### config.mk
export PLATFORM = sky130hd
export DESIGN_NAME = stuck_task_detector
export DESIGN_NICKNAME = d
export VERILOG_FILES = /design/src/rtl/stkdet_pkg.sv /design/src/rtl/stuck_task_detector.sv /design/src/rtl/stkdet_regs.sv /design/src/rtl/stkdet_ctrl.sv /design/src/rtl/stkdet_dpath.sv
export VERILOG_INCLUDE_DIRS = /design/src /design/src/rtl
export SDC_FILE = /design/constraint.sdc
export NUM_CORES = 2
export LEC_CHECK = 0
export BUFFER_PORTS_ARGS = -buffer_cell sky130_fd_sc_hd__buf_4
export CAP_MARGIN = 20
export CORE_ASPECT_RATIO = 0.7
export CORE_MARGIN = 2
export CORE_UTILIZATION = 35
export CTS_CLUSTER_SIZE = 14
export DETAILED_ROUTE_END_ITERATION = 10
export SLEW_MARGIN = 0
export SYNTH_ARGS = -nofsm -noshare
export SYNTH_HDL_FRONTEND = slang
export SYNTH_SLANG_ARGS = --single-unit
### constraint.sdc
create_clock -name aclk -period 9.15 [get_ports aclk]
set_clock_uncertainty 0.15 [all_clocks]
set_input_delay 1.83 -clock aclk [delete_from_list [all_inputs] [get_ports aclk]]
set_output_delay 1.83 -clock aclk [all_outputs]
set_load 0.02 [all_outputs]
### src/rtl/assert_macros.svh
// ----------------------------------------------------------------------------
// Assertion macros
// Shared concurrent assertion wrappers for the stuck task detector.
// ----------------------------------------------------------------------------
`ifndef ASSERT_MACROS_SVH
`define ASSERT_MACROS_SVH

// Property must hold at every clock edge outside reset.
`define STKDET_ASSERT(lbl, clk, rst_n, prop, msg) \
    lbl: assert property (@(posedge clk) disable iff (!rst_n) (prop)) else $error(msg);

// Condition must never be true outside reset.
`define STKDET_NEVER(lbl, clk, rst_n, cond, msg) \
    lbl: assert property (@(posedge clk) disable iff (!rst_n) !(cond)) else $error(msg);

`endif

### src/rtl/stkdet_pkg.sv
// ----------------------------------------------------------------------------
// stkdet_pkg
// Types and constants shared by the stuck task detector modules.
// ----------------------------------------------------------------------------
`default_nettype none

package stkdet_pkg;

    localparam int SLOT_W      = 5;
    localparam int TABLE_SLOTS = 2 ** SLOT_W;
    localparam int CNT_W       = SLOT_W + 1;

    localparam int ID_W    = 15;
    localparam int STATE_W = 4;
    localparam int TICKS_W = 32;
    localparam int ENTRY_W = 32;
    localparam int COUNT_W = 8;
    localparam int LIMIT_W = 5;

    localparam int APB_ADDR_W = 4;
    localparam int APB_DATA_W = 32;

    localparam logic [COUNT_W-1:0] NORMAL_THR_RST   = 8'd10;
    localparam logic [COUNT_W-1:0] RESERVED_THR_RST = 8'd100;
    localparam logic [STATE_W-1:0] FIRST_WAIT_RST   = 4'd4;
    localparam logic [LIMIT_W-1:0] STATE_LIMIT_RST  = 5'd12;
    localparam logic [COUNT_W-1:0] COUNT_MAX        = '1;

    typedef enum logic [1:0] {
        REG_NORMAL_THR   = 2'd0,
        REG_RESERVED_THR = 2'd1,
        REG_FIRST_WAIT   = 2'd2,
        REG_STATE_LIMIT  = 2'd3
    } reg_idx_t;

    typedef struct packed {
        logic [COUNT_W-1:0] normal_thr;
        logic [COUNT_W-1:0] reserved_thr;
        logic [STATE_W-1:0] first_wait;
        logic [LIMIT_W-1:0] state_limit;
    } cfg_t;

    typedef struct packed {
        logic [ID_W-1:0]    id;
        logic [STATE_W-1:0] state;
        logic [TICKS_W-1:0] ticks;
        logic [COUNT_W-1:0] count;
    } slot_t;

    typedef enum logic [1:0] {
        ST_IDLE,
        ST_PROBE,
        ST_UPDATE
    } ctrl_state_t;

    typedef struct packed {
        logic capture;
        logic probe;
        logic update;
    } ctrl_cmd_t;

    typedef struct packed {
        logic probe_done;
        logic out_free;
    } dp_status_t;

endpackage

`default_nettype wire

### src/rtl/stuck_task_detector.sv
// Stuck task detector, sequential: one sample at a time.
// Flow: the sample is captured, the probe walk reads one slot per cycle along the
//   path through every slot, then the table is updated and the result registered
//   once the output is free; a new sample is accepted only after that.
// Reset: synchronous, active low; slot valid bits clear and registers return
//   to their defaults.
// ----------------------------------------------------------------------------
// stuck_task_detector
// Top level: APB registers, sequencer and slot table datapath.
// ----------------------------------------------------------------------------
`default_nettype none

module stuck_task_detector import stkdet_pkg::*; (
    input  wire logic                  aclk,
    input  wire logic                  aresetn,
    input  wire logic                  psel,
    input  wire logic                  penable,
    input  wire logic                  pwrite,
    input  wire logic [APB_ADDR_W-1:0] paddr,
    input  wire logic [APB_DATA_W-1:0] pwdata,
    output logic      [APB_DATA_W-1:0] prdata,
    output logic                       pready,
    input  wire logic                  s_valid,
    output logic                       s_ready,
    input  wire logic [ID_W-1:0]       s_task_id,
    input  wire logic [STATE_W-1:0]    s_task_state,
    input  wire logic [TICKS_W-1:0]    s_active_ticks,
    input  wire logic                  s_load_valid,
    input  wire logic                  s_reserved_task,
    input  wire logic [ENTRY_W-1:0]    s_entry_address,
    output logic                       m_valid,
    input  wire logic                  m_ready,
    output logic                       m_stuck_report,
    output logic      [ID_W-1:0]       m_stuck_id,
    output logic      [STATE_W-1:0]    m_stuck_state,
    output logic      [ENTRY_W-1:0]    m_stuck_entry,
    output logic                       m_table_full
);

    cfg_t       cfg;
    ctrl_cmd_t  cmd;
    dp_status_t status;

    stkdet_regs u_regs (
        .aclk    (aclk),
        .aresetn (aresetn),
        .psel    (psel),
        .penable (penable),
        .pwrite  (pwrite),
        .paddr   (paddr),
        .pwdata  (pwdata),
        .prdata  (prdata),
        .pready  (pready),
        .cfg     (cfg)
    );

    stkdet_ctrl u_ctrl (
        .aclk    (aclk),
        .aresetn (aresetn),
        .s_valid (s_valid),
        .s_ready (s_ready),
        .status  (status),
        .cmd     (cmd)
    );

    stkdet_dpath u_dpath (
        .aclk            (aclk),
        .aresetn         (aresetn),
        .cfg             (cfg),
        .cmd             (cmd),
        .status          (status),
        .s_task_id       (s_task_id),
        .s_task_state    (s_task_state),
        .s_active_ticks  (s_active_ticks),
        .s_load_valid    (s_load_valid),
        .s_reserved_task (s_reserved_task),
        .s_entry_address (s_entry_address),
        .m_valid         (m_valid),
        .m_ready         (m_ready),
        .m_stuck_report  (m_stuck_report),
        .m_stuck_id      (m_stuck_id),
        .m_stuck_state   (m_stuck_state),
        .m_stuck_entry   (m_stuck_entry),
        .m_table_full    (m_table_full)
    );

endmodule

`default_nettype wire

### src/rtl/stkdet_regs.sv
// ----------------------------------------------------------------------------
// stkdet_regs
// APB configuration registers: thresholds and waiting state range.
// ----------------------------------------------------------------------------
`default_nettype none

module stkdet_regs import stkdet_pkg::*; (
    input  wire logic                  aclk,
    input  wire logic                  aresetn,
    input  wire logic                  psel,
    input  wire logic                  penable,
    input  wire logic                  pwrite,
    input  wire logic [APB_ADDR_W-1:0] paddr,
    input  wire logic [APB_DATA_W-1:0] pwdata,
    output logic      [APB_DATA_W-1:0] prdata,
    output logic                       pready,
    output cfg_t                       cfg
);

    cfg_t     cfg_reg;
    cfg_t     cfg_next;
    reg_idx_t idx;
    logic     wr_en;

    assign idx    = reg_idx_t'(paddr[3:2]);
    assign wr_en  = psel && penable && pwrite;
    assign pready = 1'b1;
    assign cfg    = cfg_reg;

    always_comb begin
        cfg_next = cfg_reg;
        if (wr_en) begin
            unique case (idx)
                REG_NORMAL_THR:   cfg_next.normal_thr   = pwdata[COUNT_W-1:0];
                REG_RESERVED_THR: cfg_next.reserved_thr = pwdata[COUNT_W-1:0];
                REG_FIRST_WAIT:   cfg_next.first_wait   = pwdata[STATE_W-1:0];
                REG_STATE_LIMIT:  cfg_next.state_limit  = pwdata[LIMIT_W-1:0];
            endcase
        end
    end

    always_comb begin
        unique case (idx)
            REG_NORMAL_THR:   prdata = APB_DATA_W'(cfg_reg.normal_thr);
            REG_RESERVED_THR: prdata = APB_DATA_W'(cfg_reg.reserved_thr);
            REG_FIRST_WAIT:   prdata = APB_DATA_W'(cfg_reg.first_wait);
            REG_STATE_LIMIT:  prdata = APB_DATA_W'(cfg_reg.state_limit);
        endcase
    end

    always_ff @(posedge aclk) begin
        if (!aresetn) begin
            cfg_reg.normal_thr   <= NORMAL_THR_RST;
            cfg_reg.reserved_thr <= RESERVED_THR_RST;
            cfg_reg.first_wait   <= FIRST_WAIT_RST;
            cfg_reg.state_limit  <= STATE_LIMIT_RST;
        end else begin
            cfg_reg <= cfg_next;
        end
    end

endmodule

`default_nettype wire

### src/rtl/stkdet_ctrl.sv
// ----------------------------------------------------------------------------
// stkdet_ctrl
// Sequencer: accept a sample, walk the probe path, then update and report.
// ----------------------------------------------------------------------------
`default_nettype none

module stkdet_ctrl import stkdet_pkg::*; (
    input  wire logic       aclk,
    input  wire logic       aresetn,
    input  wire logic       s_valid,
    output logic            s_ready,
    input  wire dp_status_t status,
    output ctrl_cmd_t       cmd
);

    ctrl_state_t state_reg;
    ctrl_state_t state_next;

    always_ff @(posedge aclk) begin
        if (!aresetn) begin
            state_reg <= ST_IDLE;
        end else begin
            state_reg <= state_next;
        end
    end

    always_comb begin
        state_next  = state_reg;
        s_ready     = 1'b0;
        cmd         = '0;
        unique case (state_reg)
            ST_IDLE: begin
                s_ready     = 1'b1;
                cmd.capture = s_valid;
                if (s_valid) begin
                    state_next = ST_PROBE;
                end
            end
            ST_PROBE: begin
                cmd.probe = 1'b1;
                if (status.probe_done) begin
                    state_next = ST_UPDATE;
                end
            end
            ST_UPDATE: begin
                cmd.update = status.out_free;
                if (status.out_free) begin
                    state_next = ST_IDLE;
                end
            end
            default: begin
                state_next = ST_IDLE;
            end
        endcase
    end

endmodule

`default_nettype wire

### src/rtl/stkdet_dpath.sv
// ----------------------------------------------------------------------------
// stkdet_dpath
// Slot table, probe walk, count update and result register.
// ----------------------------------------------------------------------------
`default_nettype none

`include "assert_macros.svh"

module stkdet_dpath import stkdet_pkg::*; (
    input  wire logic               aclk,
    input  wire logic               aresetn,
    input  wire cfg_t               cfg,
    input  wire ctrl_cmd_t          cmd,
    output dp_status_t              status,
    input  wire logic [ID_W-1:0]    s_task_id,
    input  wire logic [STATE_W-1:0] s_task_state,
    input  wire logic [TICKS_W-1:0] s_active_ticks,
    input  wire logic               s_load_valid,
    input  wire logic               s_reserved_task,
    input  wire logic [ENTRY_W-1:0] s_entry_address,
    output logic                    m_valid,
    input  wire logic               m_ready,
    output logic                    m_stuck_report,
    output logic      [ID_W-1:0]    m_stuck_id,
    output logic      [STATE_W-1:0] m_stuck_state,
    output logic      [ENTRY_W-1:0] m_stuck_entry,
    output logic                    m_table_full
);

    // captured sample
    logic [ID_W-1:0]    id_reg;
    logic [STATE_W-1:0] st_reg;
    logic [TICKS_W-1:0] ticks_reg;
    logic               load_reg;
    logic               rsv_reg;
    logic [ENTRY_W-1:0] entry_reg;

    // slot table
    slot_t              slot_mem [TABLE_SLOTS];
    logic [TABLE_SLOTS-1:0] vld_reg;
    slot_t              rdat_reg;
    logic               rvld_reg;

    // probe walk
    logic [CNT_W-1:0]   iss_k_reg;
    logic               chk_vld_reg;
    logic               chk_last_reg;
    logic [SLOT_W-1:0]  chk_slot_reg;
    logic               rd_en;
    logic [SLOT_W-1:0]  rd_addr;
    logic [ID_W-1:0]    ent_id;

    // search results
    logic               hit_reg;
    logic [SLOT_W-1:0]  hit_slot_reg;
    logic [STATE_W-1:0] hit_state_reg;
    logic [TICKS_W-1:0] hit_ticks_reg;
    logic [COUNT_W-1:0] hit_count_reg;
    logic               empty_found_reg;
    logic [SLOT_W-1:0]  empty_slot_reg;

    // update
    logic               waiting;
    logic               same;
    logic [COUNT_W-1:0] thr;
    logic [COUNT_W-1:0] cnt_inc;
    logic               wr_en;
    logic               set_vld;
    logic               clr_vld;
    logic [SLOT_W-1:0]  wr_addr;
    slot_t              wr_data;
    logic               rep;
    logic               full;

    // result register
    logic               m_valid_reg;
    logic               m_report_reg;
    logic [ID_W-1:0]    m_id_reg;
    logic [STATE_W-1:0] m_state_reg;
    logic [ENTRY_W-1:0] m_entry_reg;
    logic               m_full_reg;

    always_ff @(posedge aclk) begin
        if (cmd.capture) begin
            id_reg    <= s_task_id;
            st_reg    <= s_task_state;
            ticks_reg <= s_active_ticks;
            load_reg  <= s_load_valid;
            rsv_reg   <= s_reserved_task;
            entry_reg <= s_entry_address;
        end
    end

    assign rd_en   = cmd.probe && (iss_k_reg != CNT_W'(TABLE_SLOTS));
    assign rd_addr = id_reg[SLOT_W-1:0] + iss_k_reg[SLOT_W-1:0];

    always_ff @(posedge aclk) begin
        if (!aresetn) begin
            iss_k_reg    <= '0;
            chk_vld_reg  <= 1'b0;
            chk_last_reg <= 1'b0;
        end else begin
            if (cmd.capture) begin
                iss_k_reg <= '0;
            end else if (rd_en) begin
                iss_k_reg <= iss_k_reg + CNT_W'(1);
            end
            chk_vld_reg  <= rd_en;
            chk_last_reg <= rd_en && (iss_k_reg == CNT_W'(TABLE_SLOTS - 1));
        end
    end

    always_ff @(posedge aclk) begin
        chk_slot_reg <= rd_addr;
        rdat_reg     <= slot_mem[rd_addr];
        rvld_reg     <= vld_reg[rd_addr];
        if (wr_en) begin
            slot_mem[wr_addr] <= wr_data;
        end
    end

    always_ff @(posedge aclk) begin
        if (!aresetn) begin
            vld_reg <= '0;
        end else if (set_vld) begin
            vld_reg[wr_addr] <= 1'b1;
        end else if (clr_vld) begin
            vld_reg[wr_addr] <= 1'b0;
        end
    end

    assign ent_id            = rvld_reg ? rdat_reg.id : '0;
    assign status.probe_done = chk_vld_reg && chk_last_reg;

    always_ff @(posedge aclk) begin
        if (!aresetn) begin
            hit_reg         <= 1'b0;
            empty_found_reg <= 1'b0;
        end else if (cmd.capture) begin
            hit_reg         <= 1'b0;
            empty_found_reg <= 1'b0;
        end else if (chk_vld_reg) begin
            if (!hit_reg && ent_id == id_reg) begin
                hit_reg <= 1'b1;
            end
            if (!empty_found_reg && ent_id == '0) begin
                empty_found_reg <= 1'b1;
            end
        end
    end

    always_ff @(posedge aclk) begin
        if (chk_vld_reg && !hit_reg && ent_id == id_reg) begin
            hit_slot_reg  <= chk_slot_reg;
            hit_state_reg <= rdat_reg.state;
            hit_ticks_reg <= rdat_reg.ticks;
            hit_count_reg <= rdat_reg.count;
        end
        if (chk_vld_reg && !empty_found_reg && ent_id == '0) begin
            empty_slot_reg <= chk_slot_reg;
        end
    end

    assign waiting = ({1'b0, st_reg} >= {1'b0, cfg.first_wait})
                  && ({1'b0, st_reg} < cfg.state_limit);
    assign same    = (hit_state_reg == st_reg) && (hit_ticks_reg == ticks_reg);
    assign thr     = rsv_reg ? cfg.reserved_thr : cfg.normal_thr;
    assign cnt_inc = (hit_count_reg == COUNT_MAX) ? hit_count_reg
                                                  : hit_count_reg + COUNT_W'(1);

    always_comb begin
        wr_en         = 1'b0;
        set_vld       = 1'b0;
        clr_vld       = 1'b0;
        wr_addr       = hit_slot_reg;
        wr_data.id    = id_reg;
        wr_data.state = st_reg;
        wr_data.ticks = ticks_reg;
        wr_data.count = COUNT_W'(1);
        rep           = 1'b0;
        full          = 1'b0;
        if (id_reg != '0) begin
            if (waiting) begin
                if (load_reg) begin
                    if (hit_reg) begin
                        if (same) begin
                            if (cnt_inc >= thr) begin
                                rep     = 1'b1;
                                clr_vld = 1'b1;
                            end else begin
                                wr_en         = 1'b1;
                                wr_data.count = cnt_inc;
                            end
                        end else begin
                            wr_en = 1'b1;
                        end
                    end else if (empty_found_reg) begin
                        wr_en   = 1'b1;
                        set_vld = 1'b1;
                        wr_addr = empty_slot_reg;
                    end else begin
                        full = 1'b1;
                    end
                end
            end else if (hit_reg) begin
                clr_vld = 1'b1;
            end
        end
        if (!cmd.update) begin
            wr_en   = 1'b0;
            set_vld = 1'b0;
            clr_vld = 1'b0;
        end
    end

    assign status.out_free = !m_valid_reg || m_ready;

    always_ff @(posedge aclk) begin
        if (!aresetn) begin
            m_valid_reg <= 1'b0;
        end else if (cmd.update) begin
            m_valid_reg <= 1'b1;
        end else if (m_ready) begin
            m_valid_reg <= 1'b0;
        end
    end

    always_ff @(posedge aclk) begin
        if (cmd.update) begin
            m_report_reg <= rep;
            m_id_reg     <= rep ? id_reg : '0;
            m_state_reg  <= rep ? st_reg : '0;
            m_entry_reg  <= rep ? entry_reg : '0;
            m_full_reg   <= full;
        end
    end

    assign m_valid        = m_valid_reg;
    assign m_stuck_report = m_report_reg;
    assign m_stuck_id     = m_id_reg;
    assign m_stuck_state  = m_state_reg;
    assign m_stuck_entry  = m_entry_reg;
    assign m_table_full   = m_full_reg;

    `STKDET_NEVER(a_report_and_full, aclk, aresetn, m_valid_reg && m_report_reg && m_full_reg, "report and table full together")
    `STKDET_ASSERT(a_report_id, aclk, aresetn, (m_valid_reg && m_report_reg) |-> (m_id_reg != '0), "report with zero id")
    `STKDET_ASSERT(a_update_result, aclk, aresetn, cmd.update |=> m_valid_reg, "update without result")
    `STKDET_NEVER(a_write_in_probe, aclk, aresetn, cmd.probe && (wr_en || set_vld || clr_vld), "table write during probe")

endmodule

`default_nettype wire
* Word level (Yosys, flattened, before mapping)
Memory sizes are Yosys's and may differ from the RTL's. A register that Yosys moved wholly into a read port is not among the register bits. Index checks and enable logic that the tools add are counted.
Storage, ports and cells: flip-flop bits (word level) 268, bits in latches 0, memory bits (writable) 1888, bits in read-only memories 0, input port bits 128, output and inout port bits 88, logic and storage cells 151, memories kept 1
Memories:
- u_dpath.slot_mem | depth 32, width 59, read ports 1, clocked after Yosys merged registers in 1, write ports 1, line stkdet_dpath.sv:39 | slot_t slot_mem [TABLE_SLOTS];
Cells by class: $add $sub $neg 3, multipliers 0, div/mod/pow operators 0, magnitude comparators 6, eq/ne operators 14, shift-type cells 0, multiplexer cells 57, bitwise operators 7, reductions and logical operators 33
Operator list (count):
- 32-bit case mux with 4 select lines | 1
- 32-bit two-way mux | 2
- 8-bit two-way mux | 8
- 1-bit two-way mux | 34
- 32-bit bitwise AND | 1
- 32-bit == test | 1
- 32-bit NOT | 1
- 32-bit OR | 1
- 5-bit two-way mux | 5
- 15-bit == test | 1
- 15-bit zero test | 1
- 15-bit two-way mux | 1
- 15-bit nonzero test | 1
- 1-bit logical AND | 14
- 5-bit by 6-bit less-than comparator with 1-bit output (second input constant) | 2
- 2-bit AND reduction | 6
- 8-bit by 1-bit adder with 8-bit output (second input constant) | 1
- 8-bit == test (second input constant) | 1
- 8-bit greater-or-equal comparator | 1
- 6-bit by 1-bit adder with 6-bit output (second input constant) | 1
- 2-bit == test (second input constant) | 3
- 6-bit by 5-bit == test with 1-bit output (second input constant) | 1
- 2-bit two-way mux | 3
- 6-bit inequality test (second input constant) | 1
- other kinds (19) | 28

* Logic depth before layout (Yosys ltp)
depth after elaboration 13, gate-level depth with buffers 16, gate-level depth less buffers 15

* Modules after synthesis
A second synthesis with hierarchy kept.
Second synthesis, totals: cell total of the unflattened synthesis 4442, area, all modules 84952.7 sq um
Modules (own cells, without submodules):
- stkdet_dpath | times used 1, cells an instance 4286, area each 83466.3 sq um, seq. area each 64622.0 sq um
- stkdet_regs | times used 1, cells an instance 144, area each 1367.6 sq um, seq. area each 500.5 sq um
- stkdet_ctrl | times used 1, cells an instance 12, area each 118.9 sq um, seq. area each 40.0 sq um

* Worst setup path before layout
OpenSTA, ideal clock, no wires.
kind input -> register, from input m_ready, to memory u_dpath.slot_mem[26][0] (netlist bit), enable pin, arrival time 8.137 ns, path slack 0.387 ns, stages 7, path buffers 1, path through nand2b_1 nor2b_1 o21ai_0 or3b_1 or2_2 clkbuf_1 nor2_1
RTL lines:
- start, declared | line stuck_task_detector.sv:32 | input wire logic m_ready,
- end, declared | line stkdet_dpath.sv:39

* Final worst setup path
from register u_dpath.hit_count_reg[0], to memory u_dpath.slot_mem[19][28] (netlist bit), enable pin
On the way: word-level cells in the longest chain between the ends 12, elaborated cells on any way between the ends 13
RTL lines:
- start, declared | line stkdet_dpath.sv:58 | logic [COUNT_W-1:0] hit_count_reg;
- start signal, assigned | line stkdet_dpath.sv:157 | hit_count_reg <= rdat_reg.count;
- 8-bit by 1-bit adder with 8-bit output / 8-bit == test (equally long branches) | line stkdet_dpath.sv:169, stkdet_dpath.sv:168
- 8-bit two-way mux (*) | line stkdet_dpath.sv:168 | assign cnt_inc = (hit_count_reg == COUNT_MAX) ? hit_count_reg
- 8-bit greater-or-equal comparator (*) | line stkdet_dpath.sv:187 | if (cnt_inc >= thr) begin
- 1-bit two-way mux (*) | line stkdet_dpath.sv:187
- 1-bit two-way mux (*) | line stkdet_dpath.sv:186 | if (same) begin
- 1-bit two-way mux (*) | line stkdet_dpath.sv:185 | if (hit_reg) begin
- 1-bit two-way mux (*) | line stkdet_dpath.sv:184 | if (load_reg) begin
- 1-bit two-way mux (*) | line stkdet_dpath.sv:183 | if (waiting) begin
- 1-bit two-way mux (*) | line stkdet_dpath.sv:182 | if (id_reg != '0) begin
- 1-bit two-way mux (*) | line stkdet_dpath.sv:209 | if (!cmd.update) begin
- 1-bit two-way mux (*) | line stkdet_dpath.sv:117 | if (wr_en) begin
- 1-bit two-way mux (not written as such) (*) | line stkdet_dpath.sv:118 | slot_mem[wr_addr] <= wr_data;
Every way passes the cells marked *; elsewhere a longest branch is shown, timed or not.

==> impl_metrics.ini <==
[setup_path]
reg2reg_slack_ns = 3.10
reg2reg_from = u_dpath.hit_count_reg[0]$_DFFE_PP_
cp_slowest_cell = buf_4
crit_start = u_dpath.hit_count_reg[0]$_DFFE_PP_
worst_setup_path_end_kind = register
crit_type = register to register
cp_max_fo = 44
startpoint_type = register
worstPathRequired_ns = 9.44
cp.arrival_ns = 6.34
slowest_delay_ns = 0.92
crit_path_end = u_dpath.slot_mem[19][28]$_DFFE_PP_
rr_worst_depth = 14
critical_path.most_common_cell = ha_1
rr_endpoint = u_dpath.slot_mem[19][28]$_DFFE_PP_
worstPathCellList = ha_1 > nand2_1 > nor2_1 > nand3_1 > xnor2_1 > ha_1 > nand2b_1 > a2111oi_0 > o31ai_1 > nand4_2 > or3b_1 > or2_2 > nor2_4 > buf_4

[synth]
synth_cell_types = 61
synthCells = 4187
ys_seq_area_frac = 0.7717
synth_top_family_by_area = multiplexers
synth_edf_count = 2080
synth_compound_area_frac = 0.01428
avgSynthCellArea_um2 = 20.17
synth-seq-cells = 2215
yosys.area_share.simple = 0.04933
synth_xor_area_frac = 0.005290
yosysWarnings = 0
synthMuxAreaShare = 0.1421
synthAdderAreaFrac = 0.003497
synth.cell_area_um2 = 84440
synth_async_sr_flop_share = 0
synthFlopType = edfxtp_1

[floorplan]
die_area_um2 = 245300
boundaryPins = 216
die_y_um = 415.0
initial_core_util = 0.3529
fp-row-count = 150
die_w_um = 591.1
coreArea_um2 = 239300

[clock_tree]
cts_max_path_buffers = 4
cts.hold.buffers_added = 0
root_buffer = clkbuf_16
clk_pin_slew_ns = 0.07
cts_setup_buffers = 0
numCtsBuffers = 200
clock-sinks = 2215
clock_latency_ns = 0.84
cts-resized-gates = 0
cts_tree = built
h-tree-depth = 4

[drt]
antenna_left = 0
routed_wl_mm = 210.1
vias = 41720
route.detailed.drc = 0
route.detailed.wl_per_inst_um = 26.87
drtIter0Drc = 5135
dr.pass1.iters = 6
vias_per_cell = 5.337

[cells_and_area]
drive_above_1_share = 0.2408
multiInputGateArea_um2 = 18530
fin_util = 0.4037
final_common_cell = edfxtp_1
mostFrequentLayoutCells = edfxtp_1, mux4_2, nand2_1
largest_reg_flops = 1888
final_area_um2 = 96600
regArea_um2 = 65160
fillers = 21120
area_growth_pct = 14.39
layout.nets = 4621

[power]
power_mw = 20.70
irDropWorstVdd_mv = 0.1342
leakage_nw = 31.04
power.density_nw_per_um2 = 214.3

[timing]
final.setup.tns_ns = 0
setup_viol = 0
hold_viol_final = 0
slew_viol_final = 0
slew_headroom = 0.2616
fmax_mhz = 165.2
rsz0062_at_grt = false
max_slew.worst_pin.slew_ns = 1.108
period_minus_slack_ns = 6.052
fin_crit_sh = 0.6614

[global_route]
grt_start_max_net_pins = 143
grt_pass1_vias = 41440
grt_pass1_wl_mm = 300.9
antenna_found_initial = 5
overflow = 0
gr-usage-all-layers = 0.1682

[placed_design]
dpl.hpwl_mm = 110.2
placed_area_um2 = 90320
gp_congestion = 0.7659
portBuffers = 164

[min_path]
min_path_type = register to register

[run_status]
status = finished, final reports clean

[job]
maxCapViolations = 0
-- worst min-delay path by stage --
stage | cells after the start | to | from
2_1_floorplan | 0 | u_dpath.hit_count_reg[0]$_DFFE_PP_ | u_dpath.rdat_reg[0]$_DFF_P_
3_3_place_gp | 0 | u_dpath.hit_ticks_reg[13]$_DFFE_PP_ | u_dpath.rdat_reg[21]$_DFF_P_
3_5_place_dp | 0 | u_dpath.hit_ticks_reg[20]$_DFFE_PP_ | u_dpath.rdat_reg[28]$_DFF_P_
4_1_cts | 0 | u_dpath.hit_ticks_reg[12]$_DFFE_PP_ | u_dpath.rdat_reg[20]$_DFF_P_
5_1_grt | 0 | u_dpath.hit_ticks_reg[26]$_DFFE_PP_ | u_dpath.rdat_reg[34]$_DFF_P_
6_report | 0 | u_dpath.hit_ticks_reg[26]$_DFFE_PP_ | u_dpath.rdat_reg[34]$_DFF_P_
-- synthesized netlist by cell type, types with 17 or more instances --
cell,n,area (µm²)
ha_1,22,275.3
nand2_1,396,1486
and2_1,51,319.1
dfxtp_1,135,2703
a311o_1,32,320.3
xnor2_1,47,411.6
nor2_1,100,375.4
buf_4,26,195.2
o21ai_0,17,85.08
inv_1,26,97.59
buf_2,33,165.2
mux2i_1,104,1041
edfxtp_1,2080,62460
a32oi_1,60,525.5
and3_1,94,588.1
nand3_1,140,700.7
nor2b_1,29,181.4
mux4_2,484,10900
clkbuf_1,174,653.1
-- layer usage --
layer  wire [µm]  track usage  vias up
met3       16260      0.03080      252
li1            -            -    17460
met4        3346      0.03161        2
met1       94460       0.2551    22420
met2       95960       0.2541     1580
met5          18            0        -
-- cells by family after synthesis --
kind of cell | Yosys count
AOI/OAI and AO/OA | 146
xor gates and xnor gates | 51
adders and majority gates | 23
buffers and inverters | 273
DFF | 2215
muxes | 593
other | 2
and+or+nand+nor | 884
-- metrics by stage --
| step | cells | hold slack [ns] | worst slack [ns] |
|---|---|---|---|
| floorplan | 4210 | 0.2355 | 0.3869 |
| global placement | 7453 | 0.2362 | 3.074 |
| detailed placement | 7455 | 0.2387 | 3.099 |
| CTS | 7809 | 0.2543 | 3.061 |
| global route | 7814 | 0.2569 | 2.779 |
| finish | 7816 | 0.2528 | 3.098 |
-- report_power, final --
group / switching [mW] / leakage, nW / internal [mW]
Sequential: 0.0602 / 20.3 / 11.2
Clock: 3.58 / 3.00 / 4.49
Combinational: 0.814 / 7.76 / 0.602
Total: 4.46 / 31.0 / 16.2
-- cell type report --
| class | count | share of cell area |
|---|---|---|
| flip-flops and latches | 2215 | 0.6746 |
| multi-input cells | 1722 | 0.1919 |
| clock buffers | 318 | 0.06036 |
| well taps | 3192 | 0.04135 |
| repair buffers | 304 | 0.02732 |
| clock inverters | 36 | 0.003316 |
| inverters | 27 | 0.001179 |
| diodes | 2 | 0.00005181 |
-- worst max-delay path: cells and delay by family (launching register included) --
family,cells,cell delay (ns)
DFF,1,0.40
AOI/OAI and AO/OA,2,0.66
xor gates and xnor gates,1,0.26
adders and majority gates,2,0.49
and+or+nand+nor,8,2.65
buffers and inverters,1,0.92
Note: power is estimated with default switching activity, not from simulation.
